==> config.mk <==
export PLATFORM = sky130hd
export DESIGN_NAME = led_pattern_sequencer_flat
export DESIGN_NICKNAME = d
export VERILOG_FILES = /design/src/rtl/core/lps_pkg.sv /design/src/rtl/core/lps_in_if.sv /design/src/rtl/core/lps_out_if.sv /design/src/rtl/core/lps_cfg_regs.sv /design/src/rtl/core/lps_seq_core.sv /design/src/rtl/core/led_pattern_sequencer.sv /design/src/flat_wrapper.sv
export SDC_FILE = /design/constraint.sdc
export NUM_CORES = 1
export LEC_CHECK = 0
export ABC_AREA = 1
export BUFFER_PORTS_ARGS = -buffer_cell sky130_fd_sc_hd__buf_4
export CAP_MARGIN = 20
export CORE_UTILIZATION = 50
export CTS_CLUSTER_SIZE = 28
export DETAILED_ROUTE_END_ITERATION = 8
export GPL_TIMING_DRIVEN = 0
export PLACE_DENSITY_LB_ADDON = 0.15
export SETUP_SLACK_MARGIN = 0.3
export SYNTH_ARGS = -nofsm -noshare
export SYNTH_HDL_FRONTEND = slang
export SYNTH_SLANG_ARGS = --single-unit
==> constraint.sdc <==
create_clock -name clk -period 7.8 [get_ports clk]
set_input_delay 1.56 -clock clk [delete_from_list [all_inputs] [get_ports clk]]
set_output_delay 1.56 -clock clk [all_outputs]
set_load 0.005 [all_outputs]
==> src/rtl/core/lps_pkg.sv <==
// lps_pkg: shared types, constants and mask helpers of the led pattern sequencer
// no dependencies; compiled first

package lps_pkg;

  localparam int LED_COUNT     = 9;
  localparam int SPARKLE_STEPS = 20;

  localparam int KIND_W  = 1;
  localparam int SPARK_W = 4;
  localparam int MASK_W  = 9;
  localparam int IDX_W   = 5;
  localparam int PHASE_W = 3;
  localparam int STEP_W  = 16;
  localparam int RUN_W   = 24;
  localparam int TAIL_W  = 4;
  localparam int ADDR_W  = 4;
  localparam int DATA_W  = 32;

  localparam logic [STEP_W-1:0] STEP_TICKS_RST  = 16'd74;
  localparam logic [RUN_W-1:0]  RUN_TICKS_RST   = 24'd300000;
  localparam logic [TAIL_W-1:0] TAIL_LENGTH_RST = 4'd3;

  // register indexes, taken from paddr[3:2]
  localparam logic [1:0] REG_STEP_TICKS  = 2'd0;
  localparam logic [1:0] REG_RUN_TICKS   = 2'd1;
  localparam logic [1:0] REG_TAIL_LENGTH = 2'd2;

  localparam logic [KIND_W-1:0] KIND_TICK  = 1'b0;
  localparam logic [KIND_W-1:0] KIND_PRESS = 1'b1;

  localparam logic [PHASE_W-1:0] PH_SNAKE_FWD = 3'd0;
  localparam logic [PHASE_W-1:0] PH_SNAKE_BWD = 3'd1;
  localparam logic [PHASE_W-1:0] PH_SWEEP_FWD = 3'd2;
  localparam logic [PHASE_W-1:0] PH_SWEEP_REV = 3'd3;
  localparam logic [PHASE_W-1:0] PH_SPARKLE   = 3'd4;

  localparam logic [3:0] SWEEP_PIN [LED_COUNT] = '{4'd8, 4'd0, 4'd1, 4'd7, 4'd6,
                                                   4'd2, 4'd3, 4'd5, 4'd4};
  localparam logic [3:0] SNAKE_PIN [LED_COUNT] = '{4'd2, 4'd6, 4'd0, 4'd4, 4'd8,
                                                   4'd5, 4'd1, 4'd7, 4'd3};

  typedef struct packed {
    logic [STEP_W-1:0] step_ticks;
    logic [RUN_W-1:0]  run_ticks;
    logic [TAIL_W-1:0] tail_length;
  } lps_cfg_t;

  typedef struct packed {
    logic [MASK_W-1:0] led_mask;
    logic              running;
  } lps_result_t;

  function automatic logic [MASK_W-1:0] sweep_mask(input logic [3:0] idx);
    logic [MASK_W-1:0] m;
    m = '0;
    if (idx < 4'(LED_COUNT)) m = MASK_W'(1) << SWEEP_PIN[idx];
    return m;
  endfunction

  function automatic logic [MASK_W-1:0] snake_mask(input logic [3:0] idx);
    logic [MASK_W-1:0] m;
    m = '0;
    if (idx < 4'(LED_COUNT)) m = MASK_W'(1) << SNAKE_PIN[idx];
    return m;
  endfunction

  // lights the led(s) of a step that is beginning; in a snake phase also darkens the tail end
  function automatic logic [MASK_W-1:0] begin_lit(input logic [MASK_W-1:0]  lit,
                                                  input logic [PHASE_W-1:0] ph,
                                                  input logic [IDX_W-1:0]   idx,
                                                  input logic [TAIL_W-1:0]  tail,
                                                  input logic [SPARK_W-1:0] sled);
    logic [MASK_W-1:0] m;
    logic [IDX_W-1:0]  back;
    m    = lit;
    back = idx - {1'b0, tail};
    case (ph)
      PH_SNAKE_FWD, PH_SNAKE_BWD: begin
        if (idx < IDX_W'(LED_COUNT)) m = m | snake_mask(idx[3:0]);
        // tail end goes dark
        if (idx >= {1'b0, tail} && back < IDX_W'(LED_COUNT)) m = m & ~snake_mask(back[3:0]);
      end
      PH_SWEEP_FWD, PH_SWEEP_REV: begin
        if (idx < IDX_W'(LED_COUNT)) m = m | sweep_mask(idx[3:0]);
      end
      PH_SPARKLE: begin
        m = m | sweep_mask(sled);
      end
      default: begin
      end
    endcase
    return m;
  endfunction

  // clears the led lit by a sweep or sparkle step that is ending
  function automatic logic [MASK_W-1:0] end_lit(input logic [MASK_W-1:0]  lit,
                                                input logic [PHASE_W-1:0] ph,
                                                input logic [IDX_W-1:0]   idx,
                                                input logic [SPARK_W-1:0] sled);
    logic [MASK_W-1:0] m;
    m = lit;
    case (ph)
      PH_SWEEP_FWD, PH_SWEEP_REV: begin
        if (idx < IDX_W'(LED_COUNT)) m = m & ~sweep_mask(idx[3:0]);
      end
      PH_SPARKLE: begin
        m = m & ~sweep_mask(sled);
      end
      default: begin
      end
    endcase
    return m;
  endfunction

endpackage

==> src/rtl/core/lps_in_if.sv <==
// lps_in_if: input channel of the led pattern sequencer (valid/ready plus word)
// depends on lps_pkg

interface lps_in_if;
  logic                        valid;
  logic                        ready;
  logic [lps_pkg::KIND_W-1:0]  kind;
  logic [lps_pkg::SPARK_W-1:0] sparkle_index;

  modport source (output valid, output kind, output sparkle_index, input ready);
  modport sink   (input valid, input kind, input sparkle_index, output ready);
endinterface

==> src/rtl/core/lps_out_if.sv <==
// lps_out_if: result channel of the led pattern sequencer (valid/ready plus word)
// depends on lps_pkg

interface lps_out_if;
  logic                       valid;
  logic                       ready;
  logic [lps_pkg::MASK_W-1:0] led_mask;
  logic                       running;

  modport source (output valid, output led_mask, output running, input ready);
  modport sink   (input valid, input led_mask, input running, output ready);
endinterface

==> src/rtl/core/lps_cfg_regs.sv <==
// lps_cfg_regs: apb-style register file for step_ticks, run_ticks, tail_length
// depends on lps_pkg

module lps_cfg_regs (
  input  logic                        clk,
  input  logic                        rst_n,
  input  logic                        psel,
  input  logic                        penable,
  input  logic                        pwrite,
  input  logic [lps_pkg::ADDR_W-1:0]  paddr,
  input  logic [lps_pkg::DATA_W-1:0]  pwdata,
  output logic [lps_pkg::DATA_W-1:0]  prdata,
  output logic                        pready,
  output lps_pkg::lps_cfg_t           cfg
);
  import lps_pkg::*;

  logic [STEP_W-1:0] step_ticks_r;
  logic [RUN_W-1:0]  run_ticks_r;
  logic [TAIL_W-1:0] tail_length_r;
  logic              wr_en;

  assign pready = 1'b1;
  assign wr_en  = psel && penable && pwrite;

  always_ff @(posedge clk) begin
    if (!rst_n) begin
      step_ticks_r  <= STEP_TICKS_RST;
      run_ticks_r   <= RUN_TICKS_RST;
      tail_length_r <= TAIL_LENGTH_RST;
    end else if (wr_en) begin
      case (paddr[3:2])
        REG_STEP_TICKS:  step_ticks_r  <= pwdata[STEP_W-1:0];
        REG_RUN_TICKS:   run_ticks_r   <= pwdata[RUN_W-1:0];
        REG_TAIL_LENGTH: tail_length_r <= pwdata[TAIL_W-1:0];
        default: begin
        end
      endcase
    end
  end

  always_comb begin
    case (paddr[3:2])
      REG_STEP_TICKS:  prdata = DATA_W'(step_ticks_r);
      REG_RUN_TICKS:   prdata = DATA_W'(run_ticks_r);
      REG_TAIL_LENGTH: prdata = DATA_W'(tail_length_r);
      default:         prdata = '0;
    endcase
  end

  assign cfg.step_ticks  = step_ticks_r;
  assign cfg.run_ticks   = run_ticks_r;
  assign cfg.tail_length = tail_length_r;

endmodule

==> src/rtl/core/lps_seq_core.sv <==
// lps_seq_core: sequencer state and the combinational next-state logic per word
// depends on lps_pkg

module lps_seq_core (
  input  logic                        clk,
  input  logic                        rst_n,
  input  logic                        item_valid,
  input  logic [lps_pkg::KIND_W-1:0]  item_kind,
  input  logic [lps_pkg::SPARK_W-1:0] item_spark,
  input  lps_pkg::lps_cfg_t           cfg,
  output lps_pkg::lps_result_t        res_nxt
);
  import lps_pkg::*;

  logic               active_r,   active_nxt;
  logic [RUN_W-1:0]   elapsed_r,  elapsed_nxt;
  logic [STEP_W-1:0]  timer_r,    timer_nxt;
  logic [PHASE_W-1:0] phase_r,    phase_nxt;
  logic [IDX_W-1:0]   idx_r,      idx_nxt;
  logic [MASK_W-1:0]  lit_r,      lit_nxt;
  logic               pending_r,  pending_nxt;
  logic [SPARK_W-1:0] sled_r,     sled_nxt;

  logic [STEP_W-1:0]  limit;
  logic [RUN_W-1:0]   elapsed_inc;
  logic [STEP_W-1:0]  timer_inc;
  logic [SPARK_W-1:0] spark_sat;
  logic [PHASE_W-1:0] adv_phase;
  logic [IDX_W-1:0]   adv_idx;
  logic [MASK_W-1:0]  ended_lit;

  assign limit       = (cfg.step_ticks == '0) ? STEP_W'(1) : cfg.step_ticks;
  assign elapsed_inc = (elapsed_r != '1) ? elapsed_r + RUN_W'(1) : elapsed_r;
  assign timer_inc   = (timer_r != '1) ? timer_r + STEP_W'(1) : timer_r;
  assign spark_sat   = (item_spark > SPARK_W'(LED_COUNT - 1)) ? SPARK_W'(LED_COUNT - 1)
                                                              : item_spark;
  assign ended_lit   = end_lit(lit_r, phase_r, idx_r, sled_r);

  // where the next step of the cycle lies
  always_comb begin
    adv_phase = phase_r;
    adv_idx   = idx_r;
    case (phase_r)
      PH_SNAKE_FWD: begin
        if ({1'b0, idx_r} + 6'd1 < 6'(LED_COUNT) + {2'b0, cfg.tail_length}) begin
          adv_idx = idx_r + IDX_W'(1);
        end else begin
          adv_phase = PH_SNAKE_BWD;
          adv_idx   = IDX_W'(LED_COUNT - 1) + {1'b0, cfg.tail_length};
        end
      end
      PH_SNAKE_BWD: begin
        if (idx_r != '0) begin
          adv_idx = idx_r - IDX_W'(1);
        end else begin
          adv_phase = PH_SWEEP_FWD;
          adv_idx   = '0;
        end
      end
      PH_SWEEP_FWD: begin
        if (idx_r < IDX_W'(LED_COUNT - 1)) begin
          adv_idx = idx_r + IDX_W'(1);
        end else begin
          adv_phase = PH_SWEEP_REV;
          adv_idx   = IDX_W'(LED_COUNT - 1);
        end
      end
      PH_SWEEP_REV: begin
        if (idx_r != '0) begin
          adv_idx = idx_r - IDX_W'(1);
        end else begin
          adv_phase = PH_SPARKLE;
          adv_idx   = '0;
        end
      end
      PH_SPARKLE: begin
        if (idx_r < IDX_W'(SPARKLE_STEPS - 1)) begin
          adv_idx = idx_r + IDX_W'(1);
        end else begin
          adv_phase = PH_SNAKE_FWD;
          adv_idx   = '0;
        end
      end
      default: begin
        adv_phase = PH_SNAKE_FWD;
        adv_idx   = '0;
      end
    endcase
  end

  always_comb begin
    active_nxt  = active_r;
    elapsed_nxt = elapsed_r;
    timer_nxt   = timer_r;
    phase_nxt   = phase_r;
    idx_nxt     = idx_r;
    lit_nxt     = lit_r;
    pending_nxt = pending_r;
    sled_nxt    = sled_r;
    if (item_valid) begin
      if (item_kind == KIND_PRESS) begin
        if (active_r) begin
          pending_nxt = 1'b1;
        end else begin
          active_nxt  = 1'b1;
          pending_nxt = 1'b0;
          elapsed_nxt = '0;
          timer_nxt   = '0;
          phase_nxt   = PH_SNAKE_FWD;
          idx_nxt     = '0;
          lit_nxt     = begin_lit(lit_r, PH_SNAKE_FWD, '0, cfg.tail_length, spark_sat);
        end
      end else if (active_r) begin
        elapsed_nxt = elapsed_inc;
        timer_nxt   = timer_inc;
        if (timer_inc >= limit) begin
          if (pending_r || elapsed_inc >= cfg.run_ticks) begin
            active_nxt  = 1'b0;
            lit_nxt     = '0;
            pending_nxt = 1'b0;
          end else begin
            timer_nxt = '0;
            phase_nxt = adv_phase;
            idx_nxt   = adv_idx;
            lit_nxt   = begin_lit(ended_lit, adv_phase, adv_idx, cfg.tail_length, spark_sat);
            if (adv_phase == PH_SPARKLE) sled_nxt = spark_sat;
          end
        end
      end
    end
  end

  always_ff @(posedge clk) begin
    if (!rst_n) begin
      active_r  <= 1'b0;
      elapsed_r <= '0;
      timer_r   <= '0;
      phase_r   <= PH_SNAKE_FWD;
      idx_r     <= '0;
      lit_r     <= '0;
      pending_r <= 1'b0;
      sled_r    <= '0;
    end else begin
      active_r  <= active_nxt;
      elapsed_r <= elapsed_nxt;
      timer_r   <= timer_nxt;
      phase_r   <= phase_nxt;
      idx_r     <= idx_nxt;
      lit_r     <= lit_nxt;
      pending_r <= pending_nxt;
      sled_r    <= sled_nxt;
    end
  end

  assign res_nxt.led_mask = lit_nxt;
  assign res_nxt.running  = active_nxt;

  // an idle sequencer keeps every led dark and no press latched
  a_idle_dark: assert property (@(posedge clk) disable iff (!rst_n)
    !active_r |-> (lit_r == '0 && !pending_r))
    else $error("leds lit or press latched while idle");

  a_phase_legal: assert property (@(posedge clk) disable iff (!rst_n)
    phase_r <= PH_SPARKLE)
    else $error("phase left the cycle");

  a_start: assert property (@(posedge clk) disable iff (!rst_n)
    (item_valid && item_kind == KIND_PRESS && !active_r) |=>
      (active_r && phase_r == PH_SNAKE_FWD && idx_r == '0 && timer_r == '0))
    else $error("press while idle did not start a run");

  a_press_latched: assert property (@(posedge clk) disable iff (!rst_n)
    (item_valid && item_kind == KIND_PRESS && active_r) |=>
      (active_r && pending_r && $stable(lit_r)))
    else $error("press during a run not latched");

  a_sparkle_range: assert property (@(posedge clk) disable iff (!rst_n)
    sled_r < SPARK_W'(LED_COUNT))
    else $error("sparkle led out of range");

endmodule

==> src/rtl/core/led_pattern_sequencer.sv <==
// led_pattern_sequencer: top level with input register, result register and apb port
// depends on lps_pkg, lps_in_if, lps_out_if, lps_cfg_regs, lps_seq_core
//
// Each accepted word (a millisecond tick or a debounced button press) yields exactly one
// result word holding the led mask and the running flag after that word is applied. One
// word is accepted every clock unless the input stalls; the result goes through the input
// register and then through the next-state logic into the result register.
// The input register takes a new word while a result waits to be taken, so the input
// stalls only when both registers are full. Configuration is written through the apb
// port with no wait states and should change only while no word is in flight; a change
// made during a run takes effect on the next word.
// After reset the sequencer is idle with all leds off; there is no clearing pass.

module led_pattern_sequencer (
  input  logic                       clk,
  input  logic                       rst_n,
  lps_in_if.sink                     in_ch,
  lps_out_if.source                  out_ch,
  input  logic                       psel,
  input  logic                       penable,
  input  logic                       pwrite,
  input  logic [lps_pkg::ADDR_W-1:0] paddr,
  input  logic [lps_pkg::DATA_W-1:0] pwdata,
  output logic [lps_pkg::DATA_W-1:0] prdata,
  output logic                       pready
);
  import lps_pkg::*;

  lps_cfg_t           cfg;
  lps_result_t        res_nxt;

  logic               in_valid_r;
  logic [KIND_W-1:0]  in_kind_r;
  logic [SPARK_W-1:0] in_spark_r;
  logic               out_valid_r;
  logic [MASK_W-1:0]  out_mask_r;
  logic               out_running_r;
  logic               step_en;

  // word in the input register moves on when the result register is free or being taken
  assign step_en     = in_valid_r && (!out_valid_r || out_ch.ready);
  assign in_ch.ready = !in_valid_r || step_en;

  always_ff @(posedge clk) begin
    if (!rst_n) begin
      in_valid_r <= 1'b0;
    end else if (in_ch.valid && in_ch.ready) begin
      in_valid_r <= 1'b1;
    end else if (step_en) begin
      in_valid_r <= 1'b0;
    end
  end

  always_ff @(posedge clk) begin
    if (in_ch.valid && in_ch.ready) begin
      in_kind_r  <= in_ch.kind;
      in_spark_r <= in_ch.sparkle_index;
    end
  end

  always_ff @(posedge clk) begin
    if (!rst_n) begin
      out_valid_r <= 1'b0;
    end else if (step_en) begin
      out_valid_r <= 1'b1;
    end else if (out_ch.ready) begin
      out_valid_r <= 1'b0;
    end
  end

  always_ff @(posedge clk) begin
    if (step_en) begin
      out_mask_r    <= res_nxt.led_mask;
      out_running_r <= res_nxt.running;
    end
  end

  assign out_ch.valid    = out_valid_r;
  assign out_ch.led_mask = out_mask_r;
  assign out_ch.running  = out_running_r;

  lps_cfg_regs u_cfg (
    .clk     (clk),
    .rst_n   (rst_n),
    .psel    (psel),
    .penable (penable),
    .pwrite  (pwrite),
    .paddr   (paddr),
    .pwdata  (pwdata),
    .prdata  (prdata),
    .pready  (pready),
    .cfg     (cfg)
  );

  lps_seq_core u_core (
    .clk        (clk),
    .rst_n      (rst_n),
    .item_valid (step_en),
    .item_kind  (in_kind_r),
    .item_spark (in_spark_r),
    .cfg        (cfg),
    .res_nxt    (res_nxt)
  );

endmodule
==> src/flat_wrapper.sv <==
// flat-port wrapper written by rule: the top's interface ports become plain ports
module led_pattern_sequencer_flat import lps_pkg::*;
  (clk, rst_n, psel, penable, pwrite, paddr, pwdata, prdata, pready, in_ch_valid, in_ch_kind, in_ch_sparkle_index, in_ch_ready, out_ch_valid, out_ch_led_mask, out_ch_running, out_ch_ready);
  lps_in_if in_ch_i ();
  lps_out_if out_ch_i ();
  input  logic clk;
  input  logic rst_n;
  input  logic psel;
  input  logic penable;
  input  logic pwrite;
  input  logic [lps_pkg::ADDR_W-1:0] paddr;
  input  logic [lps_pkg::DATA_W-1:0] pwdata;
  output logic [lps_pkg::DATA_W-1:0] prdata;
  output logic pready;
  input wire logic [$bits(in_ch_i.valid)-1:0] in_ch_valid;
  input wire logic [$bits(in_ch_i.kind)-1:0] in_ch_kind;
  input wire logic [$bits(in_ch_i.sparkle_index)-1:0] in_ch_sparkle_index;
  output wire logic [$bits(in_ch_i.ready)-1:0] in_ch_ready;
  output wire logic [$bits(out_ch_i.valid)-1:0] out_ch_valid;
  output wire logic [$bits(out_ch_i.led_mask)-1:0] out_ch_led_mask;
  output wire logic [$bits(out_ch_i.running)-1:0] out_ch_running;
  input wire logic [$bits(out_ch_i.ready)-1:0] out_ch_ready;
  assign in_ch_i.valid = in_ch_valid;
  assign in_ch_i.kind = in_ch_kind;
  assign in_ch_i.sparkle_index = in_ch_sparkle_index;
  assign in_ch_ready = in_ch_i.ready;
  assign out_ch_valid = out_ch_i.valid;
  assign out_ch_led_mask = out_ch_i.led_mask;
  assign out_ch_running = out_ch_i.running;
  assign out_ch_i.ready = out_ch_ready;
  led_pattern_sequencer u_core (.clk(clk), .rst_n(rst_n), .in_ch(in_ch_i), .out_ch(out_ch_i), .psel(psel), .penable(penable), .pwrite(pwrite), .paddr(paddr), .pwdata(pwdata), .prdata(prdata), .pready(pready));
endmodule
**After elaboration in Yosys (flattened, before gate mapping)**

Memories as Yosys holds them, arrays and structs flattened.
Cells that the tools add are included.

- Add/subtract/negate cells: 9
- Order comparisons: 24
- Equality and inequality tests: 14
- Shift-type cells: 7
- Multiplexer cells: 128
- Bitwise operators: 20
- Reduce and logical (&&, ||, !) cells: 32

Operators by type and width:

| cell | number |
|---|---|
| $mux 9 | 64 |
| $mux 16 | 7 |
| $mux 24 | 4 |
| $pmux 24 s3 | 1 |
| $shl 1x4->9 const A | 7 |
| $mux 4 | 15 |
| $mux 5 | 9 |
| $and 9x9->9 | 4 |
| $not 9->9 | 4 |
| $or 9x9->9 | 4 |
| $ge 5x5->1 const B | 6 |
| $mux 3 | 10 |
| $not 4->5 | 6 |
| $pmux 9 s3 | 1 |
| $lt 5x4->1 const B | 5 |
| $add 24x1->24 const B | 1 |
| $ge 24x24->1 | 1 |
| $lt 4x4->1 const B | 6 |
| $ne 24x24->1 const B | 1 |
| $pmux 5 s4 | 1 |
| $pmux 9 s2 | 1 |
| $add 16x1->16 const B | 1 |
| $ge 16x16->1 | 1 |
| $logic_not 16->1 | 1 |
| 35 further kinds | 73 |

- Register bits after elaboration: 124
- ROM bits: 448
- Input port bits: 48
- Output and inout port bits: 45
- Word-level logic and storage cells: 258
- Memories: 7

Memories:

| name | depth | width | rd ports | clocked after memory_dff | write ports | line | text |
|---|---|---|---|---|---|---|---|
| (no name shown) | 16 | 4 | 1 | 0 | 0 | lps_pkg.sv:57 | `if (idx < 4'(LED_COUNT)) m = MASK_W'(1) << SWEEP_PIN[idx];` |
| (no name shown) | 16 | 4 | 1 | 0 | 0 | lps_pkg.sv:57 |  |
| (no name shown) | 16 | 4 | 1 | 0 | 0 | lps_pkg.sv:64 | `if (idx < 4'(LED_COUNT)) m = MASK_W'(1) << SNAKE_PIN[idx];` |
| (no name shown) | 16 | 4 | 1 | 0 | 0 | lps_pkg.sv:64 |  |
| (no name shown) | 16 | 4 | 1 | 0 | 0 | lps_pkg.sv:64 |  |
| (no name shown) | 16 | 4 | 1 | 0 | 0 | lps_pkg.sv:57 |  |
| 1 more memories | - | - | - | - | - | - |  |

**Longest topological paths before layout**

Gate-level depths: netlist (run 1).

- Depth after elaboration: 33
- Mapped depth: 31
- Mapped depth without buffers: 31

**Cells and area by module**

A second synthesis (run 1) with hierarchy kept.

- Cells, all modules: 1470
- Area total of the unflattened synthesis: 9491.6 um^2

Modules (own cells, without submodules):

| module | instances | cells an instance | area an instance (um^2) | sequential area each (um^2) |
|---|---|---|---|---|
| lps_seq_core | 1 | 1123 | 6806.5 | 1261.2 |
| lps_cfg_regs | 1 | 319 | 2139.6 | 880.8 |
| led_pattern_sequencer | 1 | 28 | 545.5 | 490.5 |

**Least setup slack after synthesis (run 1)**

Ideal clock, no wire load.

- Kind: register to register
- Start point: register u_core.u_core.idx_r[0]
- End point: register u_core.out_mask_r[0] (netlist: u_core.out_ch.led_mask[0]) (data pin)
- Library setup time: 0.268 ns
- Data arrival time: 3.531 ns
- Data required time: 7.532 ns
- Slack: 4.001 ns
- Cell stages (with the launch flop): 30
- Buffers on the path: 0
- Clock period less this slack: 3.799 ns
- Cell sequence: dfxtp_1 -> inv_1 -> ha_1 -> ha_1 -> nand2_1 -> nand2_1 -> nand2_1 -> nand3_2 -> nand2_2 -> nand2_4 -> nand2_1 -> nand3_1 -> nand2_2 -> inv_2 -> ha_1 -> fa_1 -> nor2_1 -> a211oi_1 -> a31oi_1 -> nand2_1 -> nand2_2 -> nand3_1 -> nand2_1 -> inv_1 -> nand3_1 -> nand3_1 -> nand2_1 -> nand2_1 -> nand2_1 -> nand2_1

RTL lines:

| what | line | text |
|---|---|---|
| from (decl) | lps_seq_core.sv:19 | `logic [IDX_W-1:0] idx_r, idx_nxt;` |
| from (signal assigned) | lps_seq_core.sv:148 | `idx_r <= idx_nxt;` |
| to (signal assigned) | led_pattern_sequencer.sv:73 | `out_mask_r <= res_nxt.led_mask;` |
| to (decl) | led_pattern_sequencer.sv:36 | `logic [MASK_W-1:0] out_mask_r;` |

**Final worst setup path (run 1)**

- Start point: register u_core.u_core.timer_r[0]
- End point: register u_core.u_core.timer_r[5]

- Cells in the longest elaborated chain, start to end: 6
- Elaborated cells between the ends (all ways): 8
- Classes of those cells: 1 x add/sub; 1 x order compare; 1 x eq/ne; 5 x mux

Ends and longest elaborated chain:

| what | line | text |
|---|---|---|
| from (decl) | lps_seq_core.sv:17 | `logic [STEP_W-1:0] timer_r, timer_nxt;` |
| from (signal assigned) | lps_seq_core.sv:146 | `timer_r <= timer_nxt;` |
| $add 16x1->16 or $ne 16x16->1 (tied branches) | lps_seq_core.sv:34 | `assign timer_inc = (timer_r != '1) ? timer_r + STEP_W'(1) : timer_r;` |
| $mux 16 (*) | lps_seq_core.sv:34 |  |
| $ge 16x16->1 or $mux 16 (tied branches) | lps_seq_core.sv:116, lps_seq_core.sv:117 |  |
| $mux 16 (*) | lps_seq_core.sv:116 | `if (timer_inc >= limit) begin` |
| $mux 16 (*) | lps_seq_core.sv:113 | `end else if (active_r) begin` |
| $mux 16 (*) | lps_seq_core.sv:101 | `if (item_kind == KIND_PRESS) begin` |

Mark *: on every way between the ends. The rest lies on a longest branch, timed or not. The select of a mux whose other input is x is not followed.
A chain may end at the register's enable or synchronous reset.

==> flow_summary.json, run 1 <==
{
  "status": "finished, final reports clean",
  "post_cts_resized": 0,
  "place_inst": 1640,
  "initial_core_util_pct": 50.9,
  "finalWeightedCongestion": 0.928,
  "grt_max_degree": 17,
  "route.detailed.drc": 0,
  "io_pins": 93,
  "die_width_um": 137,
  "worstPathArrival_ps": 5340,
  "rows": 49,
  "final-setup-viol-count": 0,
  "max_stage_delay_ps": 500,
  "clock_latency_ps": 430,
  "rsz0062_at_grt": "false",
  "synth.area.top_cells": "dfxtp_1 24%, nand2_1 13%, ha_1 9.9%",
  "synth_cells": 1331,
  "worstSetupStartpoint": "u_core.u_core.timer_r[0]",
  "path_buf_inv": 5,
  "gr-total-overflow": 0,
  "reg2reg_slack_ps": 2820,
  "required_ps": 8160,
  "path_clk_slew_ps": 60,
  "cap_violations": 0,
  "min_to": "u_core.u_core.pending_r",
  "powerDensity_nw_per_um2": 169,
  "synth.most_common_cell": "nand2_1",
  "cts_sinks": 124,
  "fin_nets": 1551,
  "synthArstFlopShare_pct": 0,
  "hp-class": "flip-flop to flip-flop",
  "synth_top_area_cell": "dfxtp_1",
  "numPortBuffers": 73,
  "hp-start": "u_core.u_core.pending_r",
  "num_vias": 9034,
  "fin_crit_ps": 4980,
  "finalCritPeriodShare_pct": 63.8,
  "die_area_sq_um": 18800,
  "hold_depth": 2,
  "hold_buffers": 0,
  "stdcell_count": 1672,
  "synth_warnings": 0,
  "ir_drop_uv": 145,
  "via_per_inst": 5.40,
  "htreeDepth": 4,
  "power.leakage_nw": 4.63,
  "die_y_um": 137,
  "netlist_area_sq_um": 9120,
  "worst-r2r-cell-count": 26,
  "worstPathMaxFanout": 10,
  "dp.final_hpwl_um": 19500,
  "synth_top_area_share_pct": 23.9,
  "ant_nets": 0,
  "critical_path_class": "flip-flop to flip-flop",
  "slew_violations": 0,
  "cts_buffers": 17,
  "synth_commonest_cells": "318 x nand2_1, 164 x inv_1, 143 x a21oi_1",
  "fin_tns_setup_ps": 0,
  "slew_headroom_pct": 53.5,
  "cp-end-kind": "flip-flop",
  "cts_tree": "done",
  "synth.distinct_cells": 59,
  "crit_path_top_delay_cell": "nor2_1",
  "diodes": 0,
  "placed_area_sq_um": 9980,
  "fmax_ghz": 0.201,
  "r2r-end": "u_core.u_core.timer_r[5]",
  "hold_viol_final": 0,
  "first_global_vias": 8378,
  "max-clock-path-buffers": 2,
  "finalClockSkew_ps": 8.60,
  "synth_edf_count": 15,
  "areaGrowthSynthToFinish_pct": 15.9,
  "avgSynthCellArea_sq_um": 6.85,
  "ys_seq_elements": 124,
  "initialDrtViolationCount": 601,
  "critical_path.startpoint_type": "flip-flop",
  "grt_usage_pct": 27.6,
  "yosysSeqAreaShare_pct": 28.9,
  "worst_pin_slew_ps": 698,
  "grt_pass1_wl_um": 40200,
  "final_area_sq_um": 10600,
  "root_buffer": "clkbuf_16",
  "core-area_sq_um": 17900,
  "synth_ff_type": "dfxtp_1",
  "cts_setup_buffers": 0,
  "r2r-start": "u_core.u_core.timer_r[0]",
  "wl_um": 24900,
  "layout-drive-gt1-share_pct": 13.7,
  "drt_first_pass_iters": 5,
  "antenna_found_initial": 0,
  "path_delay_family": "simple AND/OR/NAND/NOR gates",
  "wire_per_inst_um": 14.9
}
-- layout make-up --
class | count | area (sq um)
well taps | 229 | 287
clock buffers | 17 | 425
multi-input cells | 983 | 5580
repair buffers | 73 | 548
plain buffers | 41 | 204
flip-flops and latches | 124 | 2630
fillers | 1721 | 7330
inverters | 190 | 724
clock inverters | 15 | 165
-- metrics by stage --
stage / hold WS (ps) / worst slack (ps) / util (%) / power, mW
global placement: 446 / 2970 / 55.7 / 0.995
CTS: 459 / 2840 / 59.0 / 1.79
global route: 487 / 2320 / 59.0 / 1.85
floorplan: 430 / 4000 / - / 0.904
detailed placement: 451 / 2890 / 55.7 / 0.998
finish: 458 / 2820 / 59.0 / 1.78
-- cell usage in the layout (no fill, tap or decap), types with 9 or more instances in the layout --
| cell | count |
|---|---|
| nand2_1 | 318 |
| inv_1 | 164 |
| a21oi_1 | 143 |
| dfxtp_1 | 109 |
| nor2_1 | 86 |
| buf_4 | 82 |
| ha_1 | 72 |
| o21ai_0 | 63 |
| nand3_1 | 61 |
| clkbuf_1 | 29 |
| xor2_1 | 24 |
| nor3_1 | 23 |
| nand4_1 | 22 |
| inv_2 | 19 |
| o211ai_1 | 19 |
| clkbuf_16 | 17 |
| o21ai_1 | 16 |
| edfxtp_1 | 15 |
| nand2_2 | 14 |
| o22ai_1 | 12 |
| a211oi_1 | 12 |
| a21oi_2 | 9 |
| o31ai_1 | 9 |
| conb_1 | 9 |
-- how the worst max path moves through the flow --
stage	to	slack, ps	depth (start not counted)
floorplan	u_core.out_ch.led_mask[0]	4000	29
global placement	u_core.u_core.timer_r[7]	2970	26
detailed placement	u_core.u_core.timer_r[5]	2890	28
CTS	u_core.u_core.timer_r[5]	2840	28
global route	u_core.u_core.timer_r[5]	2320	28
finish	u_core.u_core.timer_r[5]	2820	26
-- worst reg2reg max path, cell delays in order (launching register included) --
cell      delay, ps
dfxtp_1         360
ha_1            160
inv_1            60
nor3_1          130
inv_1            90
nor3_1          210
nand4_1         240
nor3_2          270
inv_1           110
nor2_2          260
nor2_1           90
nand2_1          90
inv_1            60
a21oi_1         210
ha_1            280
nand2_1         100
nor2_1           50
a211oi_1        250
o221ai_1        150
nand2_1          80
nand3_1         190
nor2_1          150
a21oi_1          70
nor2_1          500
clkbuf_1        470
nand2_1         120
a21oi_1         140
-- sequential cells by signal, indices dropped and copies added (netlist names) --
signal                      cells
u_core.u_cfg.run_ticks_r       24
u_core.u_core.elapsed_r        24
u_core.u_cfg.step_ticks_r      16
u_core.u_core.timer_r          16
u_core.out_ch.led_mask          9
u_core.u_core.lit_r             9
u_core.u_core.idx_r             5
u_core.in_spark_r               4
u_core.u_cfg.tail_length_r      4
u_core.u_core.sled_r            4
u_core.u_core.phase_r           3
u_core.in_kind_r                1
u_core.in_valid_r               1
u_core.out_ch.running           1
u_core.out_ch.valid             1
u_core.u_core.active_r          1
u_core.u_core.pending_r         1
-- power by group --
| part | switching, mW | leakage [nW] | internal (mW) |
|---|---|---|---|
| Combinational | 0.211 | 3.33 | 0.108 |
| Sequential | 0.00981 | 1.03 | 0.659 |
| Clock | 0.319 | 0.277 | 0.475 |
| Total | 0.539 | 4.63 | 1.24 |
-- logic make-up (layout without fill, tap and decap cells) --
| kind of cell | Yosys count | in the layout | share of synthesized area, % |
|---|---|---|---|
| adders and majority gates | 73 | 73 | 10.1 |
| AOI/OAI and AO/OA | 311 | 311 | 19.9 |
| other | 2 | 9 | 0.0824 |
| and+or+nand+nor | 559 | 559 | 27.8 |
| xor gates and xnor gates | 31 | 31 | 2.98 |
| buffers and inverters | 231 | 336 | 10.2 |
| DFF | 124 | 124 | 28.9 |
-- layer usage --
metal,global-route usage (%),vias to the layer above,share of wire [%]
met1,33.1,4146,44
met3,4.41,39,4.4
met2,49.0,229,49
met4,10.2,0,2.2
met5,0,-,0
li1,-,4620,-
Note: power is estimated with default switching activity, not from simulation.
==> inputs of run 2 (changes only) <==
clock period = 4.8 ns   (was 7.8 ns; I/O delays follow)
==> flow_summary.json, run 2 (synthesized netlist as in run 1, its figures left out) <==
{
  "status": "finished, final reports clean",
  "hold_buffers": 0,
  "critical_path.startpoint_type": "flip-flop",
  "first_global_vias": 8375,
  "dp.final_hpwl_um": 19500,
  "multi_input_area_sq_um": 5780,
  "layout-drive-gt1-share_pct": 17.6,
  "whs_ps": 479,
  "path_buf_inv": 5,
  "drt_first_pass_iters": 7,
  "core-area_sq_um": 17900,
  "power.leakage_nw": 4.87,
  "hold_depth": 2,
  "ir_drop_uv": 236,
  "worst-r2r-cell-count": 26,
  "cp-end-kind": "flip-flop",
  "hp-class": "flip-flop to flip-flop",
  "ff_latch_area_sq_um": 2650,
  "path_delay_family": "simple AND/OR/NAND/NOR gates",
  "final-setup-viol-count": 0,
  "ant_nets": 0,
  "worst_pin_slew_ps": 756,
  "place_ws_ps": -109,
  "fmax_ghz": 0.237,
  "grt_max_degree": 17,
  "final_core_util_pct": 61.3,
  "wire_per_inst_um": 15.0,
  "io_pins": 93,
  "initialDrtViolationCount": 628,
  "path_clk_slew_ps": 60,
  "fin_ws_ps": 576,
  "required_ps": 5150,
  "powerDensity_nw_per_um2": 266,
  "initial_core_util_pct": 50.9,
  "finalClockSkew_ps": 8.35,
  "fin_crit_ps": 4220,
  "grt_usage_pct": 27.6,
  "hold_viol_final": 0,
  "areaGrowthSynthToFinish_pct": 20.4,
  "die_y_um": 137,
  "rows": 49,
  "die_area_sq_um": 18800,
  "clock_latency_ps": 430,
  "r2r-end": "u_core.u_core.timer_r[14]",
  "worstPathMaxFanout": 10,
  "crit_path_top_delay_cell": "dfxtp_1",
  "final_common_cell": "nand2_1",
  "max-clock-path-buffers": 2,
  "num_vias": 9180,
  "finalCritPeriodShare_pct": 88.0,
  "wl_um": 25500,
  "max_stage_delay_ps": 360,
  "rsz0062_at_grt": "true",
  "slew_headroom_pct": 49.6,
  "min_to": "u_core.u_core.pending_r",
  "fillerInstances": 1671,
  "final_cell_mix": "315 x nand2_1, 162 x inv_1, 141 x a21oi_1, 106 x buf_4, 104 x dfxtp_1",
  "route.detailed.drc": 0,
  "critical_path_class": "flip-flop to flip-flop",
  "numPortBuffers": 73,
  "cts_tree": "done",
  "cap_violations": 0,
  "grt_pass1_wl_um": 40200,
  "worstPathArrival_ps": 4580,
  "die_width_um": 137,
  "htreeDepth": 4,
  "cts_sinks": 124,
  "via_per_inst": 5.41,
  "hp-start": "u_core.u_core.pending_r",
  "r2r-start": "u_core.u_core.timer_r[1]",
  "slew_violations": 0,
  "fin_nets": 1575,
  "gr-total-overflow": 0,
  "finalWeightedCongestion": 0.928,
  "reg_top3": "u_core.u_cfg.run_ticks_r: 24 flops, u_core.u_core.elapsed_r: 24 flops",
  "root_buffer": "clkbuf_16",
  "fin_total_pwr_mw": 2.91,
  "reg2reg_slack_ps": 580,
  "antenna_found_initial": 0,
  "cts_buffers": 17,
  "diodes": 0
}
## run 2: cell types whose count changed in the layout (fill, tap and decap cells not counted), moves of 5 or more
cell / previous run / this run
buf_4: 82 / 106
a211oi_1: 12 / 7
a211oi_2: 0 / 5
dfxtp_1: 109 / 104
## run 2: per-stage QoR
stage / TNS, ps / area, sq um / instances
after floorplan: 0 / 9140 / 1338
after global placement: -181 / 9980 / 1640
after detailed placement: -903 / 9980 / 1640
after CTS: 0 / 10600 / 1672
after global routing: 0 / 11000 / 1696
final: 0 / 11000 / 1696
## run 2: area by class of cell
type	count	share of cell area (%)
Multi-Input combinational cell	984	52.7
Sequential cell	124	24.1
Inverter	190	6.64
Timing Repair Buffer	96	6.57
Clock buffer	17	3.88
Tap cell	229	2.61
Buffer	41	1.96
Clock inverter	15	1.50
## run 2: per-layer routing
layer	part of all wire, %	vias to the layer above	global-route usage [%]	routed length, um
met1	43	4227	33.1	11100
met3	4.6	44	4.44	1170
met2	50	246	49.3	12700
met5	0	-	0	0
met4	2.1	0	9.83	539
li1	-	4663	-	-
## run 2: power by group
group          internal, mW  switching (mW)  total (mW)
clock network         0.772           0.519        1.29
logic                 0.187           0.352       0.539
registers              1.07          0.0158        1.08
total                  2.03           0.887        2.91
## run 2: worst max path at each step
stage                          startpoint                   endpoint  cells after the start
2_1_floorplan      u_core.u_core.idx_r[0]  u_core.out_ch.led_mask[0]                     29
3_3_place_gp     u_core.u_core.timer_r[0]   u_core.u_core.timer_r[7]                     26
3_5_place_dp   u_core.u_core.elapsed_r[0]   u_core.u_core.timer_r[5]                     28
4_1_cts          u_core.u_core.timer_r[0]   u_core.u_core.timer_r[5]                     26
5_1_grt          u_core.u_core.timer_r[1]   u_core.u_core.timer_r[5]                     26
6_report         u_core.u_core.timer_r[1]  u_core.u_core.timer_r[14]                     26
## run 2: timing repair
action / 4_1_cts / 5_1_grt
buffers inserted: 0 / 23
setup endpoints to repair: 25 / 47
pin swaps: 0 / 13
gates cloned: 0 / 1
gates resized for setup: 7 / 54
## run 2: worst reg2reg max path: cells and delay by family (launching register included)
family | cells | cell delay [ps]
fa+ha+maj | 2 | 440
compound gates | 5 | 660
buf+inv | 5 | 550
simple gates | 14 | 2130
flops | 1 | 360
